`src/hw/rtl/hfs_pkg.sv`:
```
package hfs_pkg;

  // map geometry
  localparam int unsigned MAP_DEPTH  = 1024;
  localparam int unsigned OWNER_BITS = 4;
  localparam int unsigned IDX_W      = $clog2(MAP_DEPTH);
  localparam int unsigned LEN_W      = $clog2(MAP_DEPTH + 1);

  // field widths
  localparam int unsigned MODE_W = 3;
  localparam int unsigned OFFS_W = 10;
  localparam int unsigned OWN_W  = 4;
  localparam int unsigned SIZE_W = 11;
  localparam int unsigned ADDR_W = 16;
  localparam int unsigned NF_W   = 11;
  localparam int unsigned CFG_W  = 16;

  // common width for length and size compares
  localparam int unsigned CMP_W = (LEN_W > SIZE_W) ? LEN_W : SIZE_W;
  localparam int unsigned SUM_W = CMP_W + 1;

  // register indexes
  localparam logic REG_AREA_START = 1'b0;
  localparam logic REG_AREA_SIZE  = 1'b1;

  localparam logic [SIZE_W-1:0] AREA_SIZE_RESET = SIZE_W'(1024);

  typedef enum logic [MODE_W-1:0] {
    MODE_WRITE = 3'd0,
    MODE_FIRST = 3'd1,
    MODE_NEXT  = 3'd2,
    MODE_WORST = 3'd3,
    MODE_BEST  = 3'd4
  } mode_e;

  typedef enum logic [2:0] {
    ST_CLEAR,
    ST_IDLE,
    ST_SCAN,
    ST_SCAN_NF,
    ST_RETRY
  } ctrl_state_e;

  // controller to datapath
  typedef struct packed {
    logic clear;
    logic accept;
    logic pass_start;
    logic from_nf;
    logic nf_update;
    logic load_result;
    logic load_zero;
  } ctrl_cmd_t;

  // datapath to controller
  typedef struct packed {
    logic clear_last;
    logic pass_end;
    logic pass_hit;
  } ctrl_status_t;

endpackage

```
`src/hw/rtl/hfs_ctrl.sv`:
```
module hfs_ctrl (
  input  logic                                 clk_i,
  input  logic                                 rst_ni,
  input  logic                                 start,
  input  logic [hfs_pkg::MODE_W-1:0]           mode_i,
  input  hfs_pkg::ctrl_status_t                status_i,
  output hfs_pkg::ctrl_cmd_t                   cmd_o,
  output logic                                 busy
);

  hfs_pkg::ctrl_state_e state_q, state_d;
  logic                 is_search;

  assign is_search = (mode_i == hfs_pkg::MODE_FIRST) || (mode_i == hfs_pkg::MODE_NEXT) ||
                     (mode_i == hfs_pkg::MODE_WORST) || (mode_i == hfs_pkg::MODE_BEST);

  // state register
  always_ff @(posedge clk_i or negedge rst_ni) begin
    if (!rst_ni) begin
      state_q <= hfs_pkg::ST_CLEAR;
    end else begin
      state_q <= state_d;
    end
  end

  // next state and commands
  always_comb begin
    state_d = state_q;
    cmd_o   = '0;
    busy    = 1'b1;
    case (state_q)
      hfs_pkg::ST_CLEAR: begin
        cmd_o.clear = 1'b1;
        if (status_i.clear_last) begin
          state_d = hfs_pkg::ST_IDLE;
        end
      end
      hfs_pkg::ST_IDLE: begin
        busy = 1'b0;
        if (start) begin
          cmd_o.accept = 1'b1;
          if (is_search) begin
            cmd_o.pass_start = 1'b1;
            if (mode_i == hfs_pkg::MODE_NEXT) begin
              cmd_o.from_nf = 1'b1;
              state_d       = hfs_pkg::ST_SCAN_NF;
            end else begin
              state_d = hfs_pkg::ST_SCAN;
            end
          end else begin
            cmd_o.load_zero = 1'b1;
          end
        end
      end
      hfs_pkg::ST_SCAN_NF: begin
        if (status_i.pass_end) begin
          if (status_i.pass_hit) begin
            cmd_o.load_result = 1'b1;
            cmd_o.nf_update   = 1'b1;
            state_d           = hfs_pkg::ST_IDLE;
          end else begin
            // nothing past the pointer: fall back to first fit from zero
            cmd_o.pass_start = 1'b1;
            state_d          = hfs_pkg::ST_RETRY;
          end
        end
      end
      hfs_pkg::ST_SCAN, hfs_pkg::ST_RETRY: begin
        if (status_i.pass_end) begin
          cmd_o.load_result = 1'b1;
          state_d           = hfs_pkg::ST_IDLE;
        end
      end
      default: begin
        state_d = hfs_pkg::ST_IDLE;
      end
    endcase
  end

endmodule

```
`config.mk`:
```
export PLATFORM = sky130hd
export DESIGN_NAME = hfs_ctrl
export DESIGN_NICKNAME = d
export VERILOG_FILES = /design/src/hw/rtl/hfs_pkg.sv /design/src/hw/rtl/hfs_ctrl.sv
export SDC_FILE = /design/constraint.sdc
export NUM_CORES = 1
export LEC_CHECK = 0
export ABC_AREA = 1
export BUFFER_PORTS_ARGS = -buffer_cell sky130_fd_sc_hd__buf_2
export CAP_MARGIN = 20
export CORE_AREA = 4 4 41 43
export CTS_CLUSTER_SIZE = 10
export DETAILED_ROUTE_END_ITERATION = 6
export DIE_AREA = 0 0 45 47
export GPL_TIMING_DRIVEN = 0
export HOLD_SLACK_MARGIN = 0.02
export PLACE_DENSITY = 0.44
export SKIP_CTS_REPAIR_TIMING = 1
export SLEW_MARGIN = 20
export SYNTH_ARGS = -nofsm -noshare
export SYNTH_HDL_FRONTEND = slang
export SYNTH_SLANG_ARGS = --single-unit
```
`constraint.sdc`:
```
create_clock -name clk_i -period 1.01 [get_ports clk_i]
set_clock_uncertainty 0.1 [all_clocks]
set_input_delay 0.101 -clock clk_i [delete_from_list [all_inputs] [get_ports clk_i]]
set_output_delay 0.101 -clock clk_i [all_outputs]
set_load 0.03 [all_outputs]
```
### After elaboration in Yosys (flattened, before gate mapping)

Index checks and enable logic that the tools add are counted.

* latch bits: 0
* logic and storage cells: 46
* bits in read-only memories: 0
* bits in writable memories: 0
* register bits: 3
* bits of input ports: 9
* memories kept: 0

* $add $sub $neg: 0
* reduce and logical (&&, ||, !) cells: 6
* divide/modulo/power cells: 0
* shift-type cells: 0
* muxes and demuxes: 26
* equality and inequality tests: 13
* multipliers: 0
* bitwise logic cells: 0
* order comparisons: 0

Operators with widths (count)
* two-way mux 3 bit: 7
* two-way mux 1 bit: 13
* equality test 3 x 2 -> 1 bit (second input constant): 4
* case mux 3 bit (4 select lines): 1
* != test 2 bit (second input constant): 5
* equality test 3 x 1 -> 1 bit (second input constant): 2
* equality test 3 bit (second input constant): 2
* two-way mux 2 bit: 3
* AND reduction 5 bit: 1
* case mux 1 bit (2 select lines): 2
* logical NOT 3 bit: 1
* logical OR 1 bit: 3
* OR reduction 2 bit: 1

### Logic depth before layout (Yosys ltp)

* depth after elaboration: 7
* depth in mapped cells: 8
* mapped depth without buffers: 8

### Worst setup path after synthesis

Ideal clock, no wire load.

* path type: register to output
* start point: register state_q[1]
* end point: output cmd_o[3] in the netlist's numbering
* stages on the path, launching flop included: 6
* data arrival time: 1.512 ns
* setup slack: -0.703 ns
* path through: dfrtp_1 > inv_2 > nand3_2 > inv_2 > nand2_2 > nor3_1

RTL lines
* from (decl): RTL line hfs_ctrl.sv:11 `hfs_pkg::ctrl_state_e state_q, state_d;`
* from (signal assigned): RTL line hfs_ctrl.sv:20 `state_q <= hfs_pkg::ST_CLEAR;`
* from (signal assigned): RTL line hfs_ctrl.sv:22 `state_q <= state_d;`
* to (decl): RTL line hfs_ctrl.sv:7 `output hfs_pkg::ctrl_cmd_t cmd_o,`

==> results.yml <==
synth:
  yosysMostFrequentCell: "nand2_1"
  yosysTopAreaCellShare: 0.253
  syn_nets: 58
  synth.distinct_cells: 14
  synthMuxAreaShare: 0
  synthesis.area_um2: 297
  synth-simple-area-share: 0.599
  yosysWarnings: 0
  synth_edf_count: 0
  ys.flop_type: "dfrtp_1"
  ys_seq_area_frac: 0.253
  synth_xor_area_frac: 0
  synth_top_area_cell: "dfrtp_1"
  synthAdderAreaFrac: 0
  synth_area_leaders: "dfrtp_1 25%, nand2_1 19%, nand3_2 10%"
  synth_compound_area_frac: 0.0338
  async_flop_share: 1.00
  synth_top_family_by_area: "simple AND/OR/NAND/NOR gates"
  synthTopCellsByCount: "15 x nand2_1, 7 x nor2_1, 5 x inv_1"
  ys_ff_latch: 3
  syn_area_per_cell_um2: 6.05
  synthCells: 49
sta:
  setup_ws_ns: -0.531
  rsz0062_at_grt: "yes"
  timing.final.crit_share: 1.53
  fmaxAchievable_mhz: 649
  setup_viol: 11
  timing_hold_violations_final: 0
  relSlewSlack: 0.835
  drv_slew: 0
  holdWs_ns: 0.0485
  tightest_slew_ns: 0.247
  period_minus_slack_ns: 1.54
  setup_tns_ns: -4.17
final_layout:
  reg.largest.list: "state_q (3)"
  nets: 83
  area_growth_pct: 99.6
  largest_register_ffs: 3
  final_util: 0.455
  antenna_cells: 0
  regMostFlops: "state_q"
  fin_cells: 88
  final_cell_area_um2: 592
  final_layout_size_suffix_gt1_frac: 0.616
worst_setup_path:
  r2r_start: "state_q[2]"
  rr_endpoint: "state_q[0]"
  startpoint_type: "register"
  worst-r2r-cell-count: 8
  crit_slowest_cell: "dfrtp_2"
  crit_type: "register to primary output"
  cpPeakStageDelay_ns: 0.43
  rrSetupSlack_ns: -0.25
  end_kind: "primary output"
  worst-path-max-fanout: 5
  path_cells: "inv_2, nand3_4, inv_4, nand2_4, nor3_4, buf_6"
  required_ns: 0.81
  worst_ep_arrival_time_ns: 1.34
placed_design:
  pre_cts_ws_ns: -0.340
  portBuffers: 16
  dp.cells: 80
  dpl_cell_area_um2: 467
  gp_congestion: 0.732
  dp_hpwl_um: 632
pwr:
  p_per_area_mw_per_mm2: 2670
  peakVddDrop_mv: 0.789
  power.total_mw: 1.58
  p_leak_nw: 0.318
detailed_routing:
  routed.top_layer: "met4"
  ant_nets: 0
  via_per_inst: 4.15
  route.met3.wl_um: 54
  vias: 365
  drt-wirelength-per-cell_um: 9.33
  wl_met1_um: 344
  routed_wirelength_um: 821
  drt_iter0_markers: 9
  drc: 0
  dr_wl_met2_um: 406
  drtPass1Iterations: 2
outcome:
  violations: "setup timing"
  status: "complete, but fails checks"
grt:
  antenna_found_initial: 0
  grt_pass1_wl_um: 1180
  overflow: 0
  grt_use_total: 0.0808
  first_global_vias: 314
  grt_max_degree: 7
clock_tree:
  clk_path_buf_depth: 2
  cts_tree: "built"
  numCtsBuffers: 3
  cts-root-buf: "clkbuf_4"
  clock_latency_ns: 0.24
  htreeDepth: 1
  clkSlewWorstSetupHoldPaths_ns: 0.04
  cts.sinks: 3
floorplan:
  pin_count: 17
  dieArea_mm2: 0.00212
  coreArea_mm2: 0.00130
  die_w_um: 45
  fp.dieH_um: 47
  start_util: 0.228
  rows: 13
min_path:
  min_path_type: "primary input to register"
  min_delay_path_depth: 3
  worstHoldStart: "status_i[1]"
  min_to: "state_q[2]"
run:
  max-cap-violations: 0
-- worst max path at each step --
| stage | end | slack, ns | depth (start not counted) | start |
|---|---|---|---|---|
| 6_report | cmd_o[3] | -0.53 | 6 | state_q[1] |
| 5_1_grt | cmd_o[4] | -0.61 | 6 | state_q[2] |
| 4_1_cts | cmd_o[4] | -0.60 | 6 | state_q[2] |
| 3_5_place_dp | cmd_o[4] | -0.34 | 6 | state_q[2] |
| 3_3_place_gp | cmd_o[4] | -0.35 | 6 | state_q[2] |
| 2_1_floorplan | cmd_o[3] | -0.27 | 5 | state_q[1] |
-- power breakdown --
group	switching, mW	internal, mW
logic	0.647	0.470
registers	0.0766	0.170
clock network	0.0671	0.148
total	0.791	0.788
-- cells by family after synthesis --
family / Yosys count
AO/OA/AOI/OAI: 2
buffers and inverters: 9
flip-flops: 3
AND/OR/NAND/NOR: 35
-- critical path, delay by kind of cell (launching register included) --
kind / cells / cell delay [ns]
flops: 1 / 0.43
buf+inv: 3 / 0.31
simple gates: 3 / 0.34
-- cell usage in the layout, fill, tap and decap left out, types with 2 or more instances in the layout --
cell type,n
nand3_4,2
nand2_2,4
nor2_2,2
nor2_4,2
nand2_1,12
buf_4,2
buf_2,8
nand4_1,2
inv_1,5
buf_6,8
nor2_1,4
inv_2,2
nand2_4,4
clkbuf_4,4
dfrtp_2,2
-- layer usage --
metal,vias to the layer above,global-route usage
li1,198,-
met1,152,0.0847
met2,13,0.133
met3,2,0.0230
met4,0,0.0702
met5,-,0
-- final cells by class --
cell class,count,area (um2)
multi-input combinational,37,265
tap,15,18.8
timing repair buffer,20,163
fill,140,709
clock buffer,4,26.3
inverter,9,41.3
sequential,3,77.6
No activity file was read; power rests on OpenSTA's default activity.
